## config.mk

```make
export PLATFORM = sky130hd
export DESIGN_NAME = hamming74_packed_decoder_unit_flat
export DESIGN_NICKNAME = d
export VERILOG_FILES = /design/src/hpd_pkg.sv /design/src/hpd_code_if.sv /design/src/hpd_data_if.sv /design/src/hpd_unpack.sv /design/src/hpd_result_fifo.sv /design/src/hamming74_packed_decoder_unit.sv /design/src/flat_wrapper.sv
export VERILOG_INCLUDE_DIRS = /design/src /design/src/src
export SDC_FILE = /design/constraint.sdc
export NUM_CORES = 1
export LEC_CHECK = 0
export BUFFER_PORTS_ARGS = -buffer_cell sky130_fd_sc_hd__clkbuf_2
export CAP_MARGIN = 20
export CORE_MARGIN = 4
export CORE_UTILIZATION = 55
export DETAILED_ROUTE_END_ITERATION = 10
export GPL_TIMING_DRIVEN = 0
export PLACE_DENSITY = 0.78
export SYNTH_ARGS = -nofsm -noshare
export SYNTH_HDL_FRONTEND = slang
export SYNTH_SLANG_ARGS = --single-unit
```

## constraint.sdc

```tcl
create_clock -name clk_i -period 9.5 [get_ports clk_i]
set_clock_uncertainty 0.15 [all_clocks]
set_input_delay 0 -clock clk_i [delete_from_list [all_inputs] [get_ports clk_i]]
set_output_delay 0 -clock clk_i [all_outputs]
set_load 0.1 [all_outputs]
```

## src/hamming74_packed_decoder_unit_macros.svh

```systemverilog
// Assertion helpers shared by the decoder modules.
// Each macro samples on clk_i and is disabled while rst_ni is low.
`ifndef HAMMING74_PACKED_DECODER_UNIT_MACROS_SVH
`define HAMMING74_PACKED_DECODER_UNIT_MACROS_SVH

// Same-cycle implication.
`define HPD_ASSERT_IMP(label, ante, cons, msg) \
  label: assert property (@(posedge clk_i) disable iff (!rst_ni) (ante) |-> (cons)) \
    else $error(msg);

// Next-cycle implication.
`define HPD_ASSERT_NXT(label, ante, cons, msg) \
  label: assert property (@(posedge clk_i) disable iff (!rst_ni) (ante) |=> (cons)) \
    else $error(msg);

`endif

```

## src/hpd_pkg.sv

```systemverilog
package hpd_pkg;

  // Syndrome masks over one 7-bit codeword
  localparam logic [6:0] SynMask0 = 7'd105;
  localparam logic [6:0] SynMask1 = 7'd58;
  localparam logic [6:0] SynMask2 = 7'd116;

  // Syndromes that point at a data bit
  localparam logic [2:0] SynData0 = 3'd3;
  localparam logic [2:0] SynData1 = 3'd6;
  localparam logic [2:0] SynData2 = 3'd7;
  localparam logic [2:0] SynData3 = 3'd5;

  localparam int unsigned CwWidth   = 7;
  localparam int unsigned WinWidth  = 14;
  localparam int unsigned StoreW    = 6;
  localparam int unsigned PendCntW  = 3;
  // Pending bits that let one byte complete two codewords
  localparam logic [PendCntW-1:0] PendFull = 3'd6;

  localparam int unsigned FifoDepth = 4;
  localparam int unsigned FifoPtrW  = $clog2(FifoDepth);
  localparam int unsigned FifoCntW  = $clog2(FifoDepth + 1);

  typedef struct packed {
    logic [7:0] data_byte;
    logic       last_out;
  } hpd_result_t;

  // Up to two results produced by one input byte, a before b
  typedef struct packed {
    logic        valid_a;
    logic        valid_b;
    hpd_result_t res_a;
    hpd_result_t res_b;
  } hpd_push_t;

  function automatic logic [3:0] hpd_decode_cw(input logic [CwWidth-1:0] cw);
    logic [2:0]         syn;
    logic [CwWidth-1:0] fixed;
    syn[0] = ^(cw & SynMask0);
    syn[1] = ^(cw & SynMask1);
    syn[2] = ^(cw & SynMask2);
    fixed  = cw;
    case (syn)
      SynData0: fixed[3] = ~cw[3];
      SynData1: fixed[4] = ~cw[4];
      SynData2: fixed[5] = ~cw[5];
      SynData3: fixed[6] = ~cw[6];
      default:  fixed    = cw;
    endcase
    return fixed[6:3];
  endfunction

endpackage

```

## src/hpd_code_if.sv

```systemverilog
interface hpd_code_if;
  logic       valid;
  logic       ready;
  logic [7:0] code_byte;
  logic       last_byte;

  modport source (output valid, output code_byte, output last_byte, input ready);
  modport sink   (input valid, input code_byte, input last_byte, output ready);
endinterface

```

## src/hpd_data_if.sv

```systemverilog
interface hpd_data_if;
  logic       valid;
  logic       ready;
  logic [7:0] data_byte;
  logic       last_out;

  modport source (output valid, output data_byte, output last_out, input ready);
  modport sink   (input valid, input data_byte, input last_out, output ready);
endinterface

```

## src/hpd_unpack.sv

```systemverilog
`include "hamming74_packed_decoder_unit_macros.svh"

module hpd_unpack (
  input  logic              clk_i,
  input  logic              rst_ni,
  input  logic              fire_i,
  input  logic [7:0]        code_byte_i,
  input  logic              last_byte_i,
  output hpd_pkg::hpd_push_t push_o
);
  import hpd_pkg::*;

  logic [StoreW-1:0]   store_q, store_d;
  logic [PendCntW-1:0] cnt_q, cnt_d;
  logic [3:0]          held_nib_q, held_nib_d;
  logic                held_q, held_d;

  logic [WinWidth-1:0] win;
  logic                two_cw;
  logic [3:0]          nib0, nib1;
  logic                r0_valid;
  logic [7:0]          r0_byte;
  logic                hold_after;
  logic [3:0]          nib_after;
  logic                tail_valid;
  hpd_result_t         tail_res;

  assign win    = {{(WinWidth-StoreW){1'b0}}, store_q}
                | ({{(WinWidth-8){1'b0}}, code_byte_i} << cnt_q);
  assign two_cw = (cnt_q == PendFull);
  assign nib0   = hpd_decode_cw(win[CwWidth-1:0]);
  assign nib1   = hpd_decode_cw(win[2*CwWidth-1:CwWidth]);

  always_comb begin
    r0_valid   = 1'b0;
    r0_byte    = {nib0, held_nib_q};
    hold_after = held_q;
    nib_after  = held_nib_q;
    if (two_cw) begin
      r0_valid = 1'b1;
      if (held_q) begin
        r0_byte   = {nib0, held_nib_q};
        nib_after = nib1;
      end else begin
        r0_byte    = {nib1, nib0};
        hold_after = 1'b0;
        nib_after  = 4'd0;
      end
    end else if (held_q) begin
      r0_valid   = 1'b1;
      hold_after = 1'b0;
      nib_after  = 4'd0;
    end else begin
      hold_after = 1'b1;
      nib_after  = nib0;
    end
  end

  // Flush the odd nibble on the final byte
  assign tail_valid         = last_byte_i && hold_after;
  assign tail_res.data_byte = {4'd0, nib_after};
  assign tail_res.last_out  = 1'b1;

  always_comb begin
    push_o = '0;
    if (r0_valid) begin
      push_o.valid_a            = fire_i;
      push_o.res_a.data_byte    = r0_byte;
      push_o.res_a.last_out     = last_byte_i && !tail_valid;
      push_o.valid_b            = fire_i && tail_valid;
      push_o.res_b              = tail_res;
    end else begin
      push_o.valid_a = fire_i && tail_valid;
      push_o.res_a   = tail_res;
    end
  end

  always_comb begin
    store_d    = store_q;
    cnt_d      = cnt_q;
    held_d     = held_q;
    held_nib_d = held_nib_q;
    if (fire_i) begin
      if (last_byte_i) begin
        store_d    = '0;
        cnt_d      = '0;
        held_d     = 1'b0;
        held_nib_d = 4'd0;
      end else begin
        store_d    = two_cw ? '0 : win[CwWidth+StoreW-1:CwWidth];
        cnt_d      = two_cw ? '0 : cnt_q + PendCntW'(1);
        held_d     = hold_after;
        held_nib_d = nib_after;
      end
    end
  end

  always_ff @(posedge clk_i or negedge rst_ni) begin
    if (!rst_ni) begin
      store_q    <= '0;
      cnt_q      <= '0;
      held_q     <= 1'b0;
      held_nib_q <= 4'd0;
    end else begin
      store_q    <= store_d;
      cnt_q      <= cnt_d;
      held_q     <= held_d;
      held_nib_q <= held_nib_d;
    end
  end

  `HPD_ASSERT_IMP(a_cnt_range, 1'b1, cnt_q <= PendFull, "pending bit count above six")
  `HPD_ASSERT_NXT(a_last_clears, fire_i && last_byte_i, cnt_q == '0 && !held_q,
                  "state not cleared after final byte")
  `HPD_ASSERT_IMP(a_second_is_final, push_o.valid_b,
                  push_o.valid_a && last_byte_i && push_o.res_b.last_out,
                  "second result without final byte")

endmodule

```

## src/hpd_result_fifo.sv

```systemverilog
`include "hamming74_packed_decoder_unit_macros.svh"

module hpd_result_fifo (
  input  logic               clk_i,
  input  logic               rst_ni,
  input  hpd_pkg::hpd_push_t push_i,
  output logic               room_o,
  hpd_data_if.source         data_o
);
  import hpd_pkg::*;

  hpd_result_t         mem_q [FifoDepth];
  logic [FifoPtrW-1:0] wr_ptr_q, wr_ptr_d;
  logic [FifoPtrW-1:0] rd_ptr_q, rd_ptr_d;
  logic [FifoCntW-1:0] cnt_q, cnt_d;
  logic                pop;
  logic [FifoPtrW-1:0] wr_ptr_b;

  assign pop      = data_o.valid && data_o.ready;
  assign wr_ptr_b = wr_ptr_q + FifoPtrW'(1);

  // Room for the worst case of two results from one byte
  assign room_o = (cnt_q <= FifoCntW'(FifoDepth - 2));

  assign data_o.valid     = (cnt_q != '0);
  assign data_o.data_byte = mem_q[rd_ptr_q].data_byte;
  assign data_o.last_out  = mem_q[rd_ptr_q].last_out;

  always_comb begin
    wr_ptr_d = wr_ptr_q;
    if (push_i.valid_b) begin
      wr_ptr_d = wr_ptr_q + FifoPtrW'(2);
    end else if (push_i.valid_a) begin
      wr_ptr_d = wr_ptr_b;
    end
    rd_ptr_d = pop ? rd_ptr_q + FifoPtrW'(1) : rd_ptr_q;
    cnt_d    = cnt_q + FifoCntW'(push_i.valid_a) + FifoCntW'(push_i.valid_b)
             - FifoCntW'(pop);
  end

  always_ff @(posedge clk_i) begin
    if (push_i.valid_a) begin
      mem_q[wr_ptr_q] <= push_i.res_a;
    end
    if (push_i.valid_b) begin
      mem_q[wr_ptr_b] <= push_i.res_b;
    end
  end

  always_ff @(posedge clk_i or negedge rst_ni) begin
    if (!rst_ni) begin
      wr_ptr_q <= '0;
      rd_ptr_q <= '0;
      cnt_q    <= '0;
    end else begin
      wr_ptr_q <= wr_ptr_d;
      rd_ptr_q <= rd_ptr_d;
      cnt_q    <= cnt_d;
    end
  end

  `HPD_ASSERT_IMP(a_fifo_bound, 1'b1, cnt_q <= FifoCntW'(FifoDepth), "result queue overflow")
  `HPD_ASSERT_IMP(a_push_order, push_i.valid_b, push_i.valid_a, "second push without first")
  `HPD_ASSERT_NXT(a_pop_drains, pop && !push_i.valid_a,
                  cnt_q == $past(cnt_q) - FifoCntW'(1), "pop did not drain queue")

endmodule

```

## src/hamming74_packed_decoder_unit.sv

```systemverilog
// Hamming(7,4) packed-stream decoder.
// code_i carries bytes of a stream of 7-bit codewords packed LSB first, with
// last_byte marking the final byte of a stream. data_o carries decoded bytes,
// first nibble low, with last_out on the final result of a stream. Both
// channels use valid/ready; a transaction happens when both are high.
// Each codeword is syndrome-checked, a single data-bit error is corrected,
// and its four data bits are kept. On the final byte an odd nibble is sent
// with a zero high nibble and leftover partial bits are dropped.
// A result passes through the input register and is then decoded into the
// result queue, from which it is offered on data_o.
// Throughput: one input byte per cycle while the result queue has room, set
// by the single decode pass; one byte yields at most two results, so a
// four-entry result queue absorbs them. When the receiver stalls, the queue
// fills, code_i.ready drops once fewer than two entries are free, and the
// input register holds its byte. Reset clears the input valid flag, the bit
// store, the held nibble and the queue; the first byte after reset, or after
// a final byte, starts a new stream.
module hamming74_packed_decoder_unit (
  input  logic       clk_i,
  input  logic       rst_ni,
  hpd_code_if.sink   code_i,
  hpd_data_if.source data_o
);
  import hpd_pkg::*;

  logic       in_valid_q, in_valid_d;
  logic [7:0] in_byte_q, in_byte_d;
  logic       in_last_q, in_last_d;
  logic       accept;
  logic       advance;
  logic       room;
  hpd_push_t  push;

  // Advance the registered byte into the decoder once the queue has room
  assign advance      = in_valid_q && room;
  assign code_i.ready = !in_valid_q || advance;
  assign accept       = code_i.valid && code_i.ready;

  always_comb begin
    in_valid_d = in_valid_q;
    in_byte_d  = in_byte_q;
    in_last_d  = in_last_q;
    if (accept) begin
      in_valid_d = 1'b1;
      in_byte_d  = code_i.code_byte;
      in_last_d  = code_i.last_byte;
    end else if (advance) begin
      in_valid_d = 1'b0;
    end
  end

  always_ff @(posedge clk_i or negedge rst_ni) begin
    if (!rst_ni) begin
      in_valid_q <= 1'b0;
    end else begin
      in_valid_q <= in_valid_d;
    end
  end

  // Payload holds without reset
  always_ff @(posedge clk_i) begin
    in_byte_q <= in_byte_d;
    in_last_q <= in_last_d;
  end

  hpd_unpack u_unpack (
    .clk_i      (clk_i),
    .rst_ni     (rst_ni),
    .fire_i     (advance),
    .code_byte_i(in_byte_q),
    .last_byte_i(in_last_q),
    .push_o     (push)
  );

  hpd_result_fifo u_result_fifo (
    .clk_i (clk_i),
    .rst_ni(rst_ni),
    .push_i(push),
    .room_o(room),
    .data_o(data_o)
  );

endmodule

```

## src/flat_wrapper.sv

```systemverilog
// flat-port wrapper written by rule: the top's interface ports become plain ports
module hamming74_packed_decoder_unit_flat import hpd_pkg::*;
  (clk_i, rst_ni, code_i_valid, code_i_code_byte, code_i_last_byte, code_i_ready, data_o_valid, data_o_data_byte, data_o_last_out, data_o_ready);
  hpd_code_if code_i_i ();
  hpd_data_if data_o_i ();
  input  logic clk_i;
  input  logic rst_ni;
  input wire logic [$bits(code_i_i.valid)-1:0] code_i_valid;
  input wire logic [$bits(code_i_i.code_byte)-1:0] code_i_code_byte;
  input wire logic [$bits(code_i_i.last_byte)-1:0] code_i_last_byte;
  output wire logic [$bits(code_i_i.ready)-1:0] code_i_ready;
  output wire logic [$bits(data_o_i.valid)-1:0] data_o_valid;
  output wire logic [$bits(data_o_i.data_byte)-1:0] data_o_data_byte;
  output wire logic [$bits(data_o_i.last_out)-1:0] data_o_last_out;
  input wire logic [$bits(data_o_i.ready)-1:0] data_o_ready;
  assign code_i_i.valid = code_i_valid;
  assign code_i_i.code_byte = code_i_code_byte;
  assign code_i_i.last_byte = code_i_last_byte;
  assign code_i_ready = code_i_i.ready;
  assign data_o_valid = data_o_i.valid;
  assign data_o_data_byte = data_o_i.data_byte;
  assign data_o_last_out = data_o_i.last_out;
  assign data_o_i.ready = data_o_ready;
  hamming74_packed_decoder_unit u_core (.clk_i(clk_i), .rst_ni(rst_ni), .code_i(code_i_i), .data_o(data_o_i));
endmodule
```

==> results of run 1 <==
## layout make-up
type / count / share of cell area, %
multi-input combinational: 344 / 49.3
sequential: 67 / 34.4
timing repair buffer: 35 / 4.65
clock buffer: 10 / 2.94
tap: 102 / 2.52
buffer: 27 / 2.45
inverter: 25 / 1.85
clock inverter: 6 / 1.83
## cell usage after synthesis, types with 12 or more instances
master,count
dfrtp_1,22
inv_1,25
dfxtp_1,16
nand2_1,48
a22o_1,13
a21oi_1,21
o21ai_0,23
mux4_2,12
nand3_1,17
nor2_1,38
clkbuf_1,19
edfxtp_1,29
## timing repair
item / in CTS / in global routing
hold buffers: 12 / 0
hold endpoints to repair: 34 / 0
setup endpoints to repair: 0 / 0
setup buffers: 0 / 0
## flip-flops by register name, summed over array words and instances, names as in the netlist
name and count:
u_core.u_unpack.store_q 6, u_core.u_unpack.held_q 1, u_core.in_valid_q 1, u_core.in_byte_q 8, u_core.u_result_fifo.cnt_q 3, u_core.u_result_fifo.mem_q 36, u_core.in_last_q 1, u_core.u_unpack.held_nib_q 4
u_core.u_result_fifo.rd_ptr_q 2, u_core.u_unpack.cnt_q 3, u_core.u_result_fifo.wr_ptr_q 2
## logic make-up after synthesis
logic type	after synthesis
AND/OR/NAND/NOR	161
AO/OA/AOI/OAI	129
flip-flops	67
buffers and inverters	52
multiplexers	24
XOR/XNOR	18
adder cells (fa/ha/maj)	12
## through the flow
| stage | cell area, um2 | hold WS (ps) |
|---|---|---|
| after floorplan | 4460 | -446 |
| after global placement | 4700 | -112 |
| after detailed placement | 4700 | -108 |
| after CTS | 5060 | 44.4 |
| after global routing | 5060 | 107 |
| final | 5060 | 45.1 |
## final timing paths
check | end | slack [ps]
max in group asynchronous | u_core.u_result_fifo.rd_ptr_q[0] | 8740
setup reg to reg | u_core.u_result_fifo.cnt_q[2] | 4150
hold reg to reg | u_core.u_result_fifo.mem_q[0][6] | 310
min in group clk_i | u_core.in_byte_q[5] | 200
setup / recovery | u_core.u_result_fifo.cnt_q[2] | 4150
hold / removal | u_core.u_unpack.held_nib_q[1] | 50
## cell usage in the layout (no fill, tap or decap), types with 3 or more instances in the layout
| master | netlist | final |
|---|---|---|
| mux4_2 | 12 | 12 |
| mux2i_1 | 9 | 9 |
| inv_1 | 25 | 25 |
| nand3_1 | 17 | 17 |
| or3_1 | 4 | 4 |
| a31oi_1 | 4 | 4 |
| nand3b_1 | 3 | 3 |
| dfrtp_1 | 22 | 22 |
| nor2b_1 | 5 | 5 |
| xor2_1 | 5 | 5 |
| buf_6 | 3 | 3 |
| o211ai_1 | 4 | 4 |
| a22oi_1 | 3 | 3 |
| nand2b_1 | 6 | 6 |
| dlygate4sd3_1 | 0 | 12 |
| nor2_1 | 38 | 38 |
| a22o_1 | 13 | 13 |
| nand4_1 | 4 | 4 |
| clkbuf_2 | 0 | 23 |
| clkbuf_1 | 19 | 19 |
| dfxtp_1 | 16 | 16 |
| o22ai_1 | 8 | 8 |
| a21oi_1 | 21 | 21 |
| and2_1 | 8 | 8 |
| or4_4 | 3 | 3 |
| a21o_1 | 4 | 4 |
| ha_1 | 10 | 10 |
| clkbuf_8 | 0 | 9 |
| xnor2_1 | 10 | 10 |
| edfxtp_1 | 29 | 29 |
| a211oi_1 | 8 | 8 |
| nand2_1 | 48 | 48 |
| a32o_1 | 6 | 6 |
| o21ai_0 | 23 | 23 |
| nor3_1 | 10 | 10 |
| and3_1 | 4 | 4 |
| buf_1 | 5 | 5 |
| o31ai_1 | 9 | 9 |
## metal layers
layer  part of all wire (%)  up-vias  routed length (um)  track usage (%)
li1                       -     1825                   -                -
met5                      0        -                   0                0
met3                    5.0       18                 569             3.43
met2                     49      147                5500             40.9
met1                     44     1860                4930             31.5
met4                    2.4        0                 267             9.27
==> impl_metrics.csv, run 1 <==
group,metric,value,unit
status,status,"completed",
worst_setup_path,crit_path_max_incr_delay,450,ps
clock_tree,clock_sinks,67,
logic_synthesis,synth_cell_types,69,
logic_synthesis,synth_area_per_cell,9.63,um2
worst_setup_path,crit_family,"buffers and inverters",
logic_synthesis,synth_top_family_by_area,"compound AO/OA/AOI/OAI gates",
timing,fin_tns_setup,0,ps
timing,fin_ws,4150,ps
routing,via_count,3850,
cells_and_area,utilization,64.8,%
global_routing,grt_pass1_vias,3848,
global_routing,antenna_found_initial,0,
routing,firstDrtPassIters,5,
timing,maxSlewHeadroom,45.4,%
cells_and_area,syn_to_final_growth,13.6,%
worst_setup_path,r2r_cells,17,
global_routing,gr-total-overflow,0,
clock_tree,ctsResizeCount,0,
logic_synthesis,yosysTopAreaCell,"edfxtp_1",
cells_and_area,area.sequential,1740,um2
logic_synthesis,synth.ff_latch_count,67,
logic_synthesis,synth_nets,488,
global_routing,groute.usage.overall,24.2,%
cells_and_area,drive_above_1_share,12.8,%
clock_tree,cts-buffers-inserted,9,
timing,maxSlewViolCount,0,
worst_setup_path,r2r_start,"u_core.u_unpack.cnt_q[1]",
logic_synthesis,synth-async-reset-ratio,32.8,%
logic_synthesis,synth-xor-area-share,4.52,%
clock_tree,clockBufferDepth,2,
worst_setup_path,worstSetupPathType,"flip-flop to flip-flop",
logic_synthesis,synth_top_area_share,19.5,%
clock_tree,worst_skew_pair.late_latency,350,ps
worst_setup_path,path_buf_inv,8,
timing,fin_crit,5350,ps
place,gp_congestion,0.919,
die,core_area,7810,um2
job,maxCapViolations,0,
place,dp.cells,588,
clock_tree,path_clk_slew,80,ps
logic_synthesis,synth-adder-area-share,3.71,%
routing,wl_per_cell,18.3,um
die,io_pins,24,
clock_tree,cts_tree,"done",
worst_setup_path,worst_ep_arrival_time,5430,ps
hold_path,hold_class,"input pin to asynchronous set/reset pin",
logic_synthesis,synth_edf_count,29,
logic_synthesis,synthesis.area,4460,um2
die,dieArea,9610,um2
timing,setup_viol,0,
routing,drc,0,
logic_synthesis,synth_warnings,0,
worst_setup_path,critical_path_depth,17,
worst_setup_path,start_kind,"flip-flop",
die,die_y,98.0,um
logic_synthesis,synth_compound_area_share,20.5,%
routing,vias_per_cell,6.25,
timing,grt_setup_unrepaired,"false",
place,dp_hpwl,8330,um
worst_setup_path,cp.required,9590,ps
timing,fmax,187,MHz
routing,drt_iter0_markers,343,
timing,worst_pin_slew,819,ps
place,preCtsSetupSlack,4290,ps
cells_and_area,multi_input_area,2500,um2
logic_synthesis,synth.area.mux_share,9.52,%
logic_synthesis,ys_seq_area_share,39.1,%
logic_synthesis,netlist_instances,463,
global_routing,grt_start_max_net_pins,23,
clock_tree,cts_root_buffer,"clkbuf_8",
worst_setup_path,cp_cell_sequence,"clkbuf_1 -> clkbuf_1 -> buf_1 -> nand2_1 -> nor2_1 -> inv_1 -> ha_1 -> clkbuf_1 -> nand2b_1 -> a21oi_1 -> clkbuf_1 -> inv_1 -> ha_1 -> inv_1 -> fa_1 -> fa_1 -> xnor2_1",
cells_and_area,nets,534,
worst_setup_path,setup.worst_path.start,"u_core.u_unpack.cnt_q[1]",
worst_setup_path,critPathMaxFanout,10,
cells_and_area,antenna_cells,0,
die,rows,32,
timing,period_share,56.3,%
cells_and_area,fill_cells,628,
routing,ant_nets,0,
logic_synthesis,synthTopCellsByArea,"edfxtp_1 (20%), dfrtp_1 (12%), dfxtp_1 (7.2%)",
routing,drt-total-wl,11300,um
global_routing,grt_pass1_wl,18700,um
logic_synthesis,yosys.area_share.simple,17.8,%
worst_setup_path,cp_common_cell,"clkbuf_1",
die,die_x,98.0,um
worst_setup_path,cp_slowest_cell,"nor2_1",
worst_setup_path,crit_path_end_kind,"flip-flop",
logic_synthesis,ys.flop_type,"edfxtp_1",
die,initial_core_util,57.1,%
timing,finalHoldViolCount,0,
cells_and_area,finalNonFillerCells,616,
clock_tree,htree_levels,3,
place,io_buffers,23,
Power of run 1 is not shown: default switching activity piles up to over one toggle a cycle in this logic, so the estimate is an artifact.
==> inputs of run 2 (changes only) <==
- PLACE_DENSITY: 0.78 -> 0.81
- clock period: 9.5 -> 4.77 ns (I/O delays scaled with it)
==> impl_metrics.csv, run 2 (synthesis gave the netlist of run 1 again) <==
group,metric,value,unit
clock_tree,cts-buffers-inserted,9,
worst_setup_path,cp_slowest_cell,"fa_1",
place,io_buffers,23,
worst_setup_path,cp_common_cell,"inv_1",
timing,setup_viol,0,
cells_and_area,top_register,"u_core.u_result_fifo.mem_q",
timing,finalHoldViolCount,0,
cells_and_area,antenna_cells,0,
die,die_y,98.0,um
job,maxCapViolations,0,
clock_tree,htree_levels,3,
cells_and_area,drive_above_1_share,13.8,%
timing,grt_setup_unrepaired,"false",
clock_tree,clockBufferDepth,2,
timing,worst_pin_slew,815,ps
worst_setup_path,crit_path_max_incr_delay,380,ps
worst_setup_path,path_buf_inv,7,
worst_setup_path,cp.required,4860,ps
clock_tree,worst_skew_pair.late_latency,350,ps
routing,drt-total-wl,11100,um
worst_setup_path,worstSetupPathType,"flip-flop to flip-flop",
global_routing,groute.usage.overall,23.8,%
die,rows,32,
die,initial_core_util,57.1,%
routing,vias_per_cell,6.38,
die,core_area,7810,um2
routing,drt_iter0_markers,363,
die,dieArea,9610,um2
clock_tree,cts_tree,"done",
place,gp_congestion,0.947,
worst_setup_path,crit_path_end_kind,"flip-flop",
worst_setup_path,start_kind,"flip-flop",
cells_and_area,multi_input_area,2500,um2
worst_setup_path,critPathMaxFanout,19,
timing,maxSlewHeadroom,45.7,%
cells_and_area,layout_common_cells,"nand2_1 (48), nor2_1 (37), edfxtp_1 (29)",
worst_setup_path,cp_cell_sequence,"clkbuf_1 -> clkbuf_4 -> nand2_1 -> nor2_2 -> inv_1 -> ha_1 -> clkbuf_1 -> nand2b_1 -> a21oi_2 -> clkbuf_2 -> inv_1 -> ha_1 -> inv_1 -> fa_1 -> fa_1 -> xnor2_1",
global_routing,grt_pass1_wl,18500,um
timing,fmax,226,MHz
cells_and_area,largest_registers,"u_core.u_result_fifo.mem_q (36), u_core.in_byte_q (8), u_core.u_unpack.store_q (6)",
worst_setup_path,worst_ep_arrival_time,4520,ps
global_routing,gr-total-overflow,0,
timing,maxSlewViolCount,0,
routing,via_count,3922,
global_routing,antenna_found_initial,0,
status,status,"completed",
hold_path,hold_class,"input pin to asynchronous set/reset pin",
place,dp_hpwl,8320,um
global_routing,grt_start_max_net_pins,23,
die,io_pins,24,
die,die_x,98.0,um
cells_and_area,area.sequential,1740,um2
cells_and_area,fill_cells,654,
cells_and_area,layout_commonest_cell,"nand2_1",
clock_tree,clock_sinks,67,
global_routing,grt_pass1_vias,3809,
timing,holdWs,30.7,ps
routing,wl_per_cell,18.0,um
clock_tree,cts_root_buffer,"clkbuf_8",
routing,ant_nets,0,
routing,firstDrtPassIters,5,
routing,drc,0,
timing,period_share,92.9,%
clock_tree,path_clk_slew,80,ps
worst_setup_path,crit_family,"buffers and inverters",
cells_and_area,largest_reg_flops,36,
cells_and_area,syn_to_final_growth,12.3,%
timing,fin_crit,4430,ps
cells_and_area,nets,533,
-- run 2: worst reg2reg max path: stages (launching register included) --
cell      delay (ps)
dfrtp_1          320
clkbuf_1         330
clkbuf_4         360
nand2_1          130
nor2_2           300
inv_1            140
ha_1             300
clkbuf_1         200
nand2b_1         210
a21oi_2          290
clkbuf_2         300
inv_1             90
ha_1             280
inv_1             40
fa_1             370
fa_1             380
xnor2_1          130
-- run 2: per-stage QoR --
stage | utilization (%) | area, um2 | setup TNS (ps) | setup WS (ps) | instances
after floorplan | - | 4460 | 0 | 286 | 463
after global placement | 60.2 | 4700 | -768 | -415 | 588
after detailed placement | 60.2 | 4700 | -858 | -465 | 588
after CTS | 64.1 | 5000 | 0 | 70.2 | 616
after global routing | 64.1 | 5000 | 0 | 25.4 | 615
final | 64.1 | 5000 | 0 | 338 | 615
-- run 2: area by class of cell --
cell class / count / share of cell area, %
Clock buffer: 9 / 2.48
Timing Repair Buffer: 35 / 4.70
Tap cell: 102 / 2.55
Inverter: 25 / 1.88
Sequential cell: 67 / 34.8
Multi-Input combinational cell: 344 / 50.0
Buffer: 26 / 2.53
Clock inverter: 7 / 1.03
-- run 2: path summary, 6_finish.rpt --
check | slack (ps) | depth (start not counted) | end | startpoint
min in group clk_i | 210 | 2 | u_core.in_byte_q[7] | code_i_code_byte[7]
min reg2reg | 320 | 2 | u_core.u_result_fifo.mem_q[3][6] | u_core.u_result_fifo.mem_q[3][6]
min | 30 | 2 | u_core.u_unpack.store_q[1] | rst_ni
max reg2reg | 340 | 16 | u_core.u_result_fifo.cnt_q[2] | u_core.u_unpack.cnt_q[1]
max in group asynchronous | 4040 | 2 | u_core.u_unpack.cnt_q[1] | rst_ni
max | 340 | 16 | u_core.u_result_fifo.cnt_q[2] | u_core.u_unpack.cnt_q[1]
-- run 2: layer usage --
layer / part of all wire, % / routed length, um / vias up / global-route usage (%)
met5: 0 / 0 / - / 0
met4: 3.5 / 385 / 0 / 10.2
met3: 6.1 / 670 / 46 / 4.07
met2: 48 / 5280 / 177 / 39.3
met1: 43 / 4720 / 1871 / 31.0
li1: - / - / 1828 / -
-- run 2: what timing repair did --
| action | CTS | global route |
|---|---|---|
| hold buffers | 12 | 0 |
| endpoints found under the setup margin | 3 | 2 |
| buffers inserted | 0 | 0 |
| hold endpoints to repair | 34 | 0 |
| resized for setup | 4 | 4 |
| gates cloned | 0 | 0 |
Power of run 2 is left out for the same reason.
==> inputs of run 3 (changes only) <==
--- a/config.mk
+++ b/config.mk
@@ -10,7 +10,7 @@
 export CAP_MARGIN = 20
-export CORE_MARGIN = 4
-export CORE_UTILIZATION = 55
+export CORE_MARGIN = 5
+export CORE_UTILIZATION = 56
 export DETAILED_ROUTE_END_ITERATION = 10
 export GPL_TIMING_DRIVEN = 0
-export PLACE_DENSITY = 0.81
+export PLACE_DENSITY = 0.82
 export SYNTH_ARGS = -nofsm -noshare
==> constraint.sdc (replaced) <==
create_clock -name clk_i -period 4.77 [get_ports clk_i]
set_clock_uncertainty 0.15 [all_clocks]
set_input_delay 0.477 -clock clk_i [delete_from_list [all_inputs] [get_ports clk_i]]
set_output_delay 0.477 -clock clk_i [all_outputs]
set_load 0.1 [all_outputs]
==> impl_metrics.csv, run 3 (synthesis gave the netlist of run 1 again) <==
group,metric,value,unit
routing,firstDrtPassIters,5,
global_routing,groute.usage.overall,23.1,%
global_routing,grt_pass1_wl,18100,um
worst_setup_path,setup.worst_path.start,"u_core.u_unpack.cnt_q[2]",
timing,setup_viol,0,
routing,via_count,3816,
timing,holdWs,143,ps
global_routing,antenna_found_initial,0,
timing,period_share,92.4,%
worst_setup_path,cp-endpoint,"u_core.u_result_fifo.cnt_q[2]",
die,die_x,99.2,um
worst_setup_path,worst_ep_arrival_time,4500,ps
clock_tree,clockBufferDepth,2,
clock_tree,cts-buffers-inserted,9,
clock_tree,cts_tree,"done",
worst_setup_path,start_kind,"flip-flop",
worst_setup_path,worstSetupPathType,"flip-flop to flip-flop",
clock_tree,cts_root_buffer,"clkbuf_8",
die,die_y,99.2,um
worst_setup_path,r2r-end,"u_core.u_result_fifo.cnt_q[2]",
timing,maxSlewHeadroom,46.2,%
timing,fin_ws,363,ps
timing,worst_pin_slew,807,ps
routing,vias_per_cell,6.33,
timing,fin_crit,4410,ps
timing,fmax,227,MHz
worst_setup_path,cp.required,4860,ps
cells_and_area,drive_above_1_share,14.2,%
routing,wl_per_cell,17.8,um
cells_and_area,layout_commonest_cell,"nand2_1",
die,rows,32,
timing,grt_setup_unrepaired,"false",
worst_setup_path,crit_path_end_kind,"flip-flop",
clock_tree,clock_sinks,67,
die,initial_core_util,57.7,%
global_routing,grt_start_max_net_pins,23,
clock_tree,worst_skew_pair.late_latency,350,ps
cells_and_area,top_register,"u_core.u_result_fifo.mem_q",
timing,maxSlewViolCount,0,
place,gp_congestion,0.932,
die,dieArea,9840,um2
routing,ant_nets,0,
job,maxCapViolations,0,
place,io_buffers,23,
hold_path,hold_class,"input pin to flip-flop",
worst_setup_path,worst-r2r-setup-slack,360,ps
cells_and_area,largest_registers,"u_core.u_result_fifo.mem_q (36), u_core.in_byte_q (8), u_core.u_unpack.store_q (6)",
global_routing,grt_pass1_vias,3667,
cells_and_area,largest_reg_flops,36,
routing,drt_iter0_markers,299,
place,preCtsSetupSlack,-547,ps
clock_tree,htree_levels,3,
cells_and_area,nets,521,
status,status,"completed",
routing,drc,0,
worst_setup_path,r2r_start,"u_core.u_unpack.cnt_q[2]",
cells_and_area,layout_common_cells,"nand2_1 (48), nor2_1 (37), edfxtp_1 (29)",
clock_tree,cts_setup_buffers,0,
timing,finalHoldViolCount,0,
clock_tree,path_clk_slew,80,ps
die,core_area,7730,um2
routing,drt-total-wl,10800,um
worst_setup_path,critPathMaxFanout,10,
worst_setup_path,r2r_cells,16,
cells_and_area,syn_to_final_growth,10.1,%
cells_and_area,antenna_cells,0,
place,dp_hpwl,8360,um
die,io_pins,24,
hold_path,hold_depth,1,
cells_and_area,fill_cells,641,
global_routing,gr-total-overflow,0,
==> run 3: worst min path at each step <==
| stage | start | to |
|---|---|---|
| after floorplan | rst_ni | u_core.in_valid_q |
| after global routing | code_i_code_byte[4] | u_core.in_byte_q[4] |
| final | code_i_code_byte[6] | u_core.in_byte_q[6] |
| after global placement | u_core.u_result_fifo.mem_q[2][6] | u_core.u_result_fifo.mem_q[2][6] |
| after detailed placement | u_core.u_result_fifo.mem_q[2][6] | u_core.u_result_fifo.mem_q[2][6] |
| after CTS | code_i_code_byte[6] | u_core.in_byte_q[6] |
==> run 3: final cells by class <==
type	count	area, um2	share of cell area (%)
Buffer	25	120	2.45
Clock buffer	10	149	3.03
Clock inverter	6	45.0	0.918
Inverter	25	93.8	1.91
Multi-Input combinational cell	344	2500	51.0
Sequential cell	67	1740	35.5
Tap cell	102	128	2.60
Timing Repair Buffer	24	125	2.55
==> run 3: stage by stage <==
step	instances	utilization (%)	TNS (ps)	instance area (um2)
CTS	605	63.6	0	4910
global placement	588	60.8	-759	4700
detailed placement	588	60.8	-1120	4700
floorplan	463	-	0	4460
finish	603	63.5	0	4910
global route	603	63.5	0	4910
==> run 3: worst max-delay path, cell delays in order (launching register included) <==
cell      delay (ps)
dfrtp_1          320
clkbuf_1         320
clkbuf_2         300
nand2_1          140
nor2_2           340
inv_1            150
ha_1             310
clkbuf_1         190
nand2b_1         200
a21oi_2          290
clkbuf_2         290
inv_1             90
ha_1             280
inv_1             40
fa_1             370
fa_1             380
xnor2_1          130
==> run 3: metal layers <==
| metal | up-vias | wire [um] | track usage [%] |
|---|---|---|---|
| met2 | 161 | 5180 | 38.5 |
| met3 | 32 | 682 | 4.42 |
| met1 | 1818 | 4590 | 30.1 |
| met5 | - | 0 | 0 |
| met4 | 0 | 299 | 7.88 |
| li1 | 1805 | - | - |
==> run 3: repair_timing <==
item,4_1_cts,5_1_grt
setup endpoints to repair,3,2
hold endpoints to repair,22,0
hold buffers,1,0
gates resized for setup,4,2
Power of run 3 is left out for the same reason.
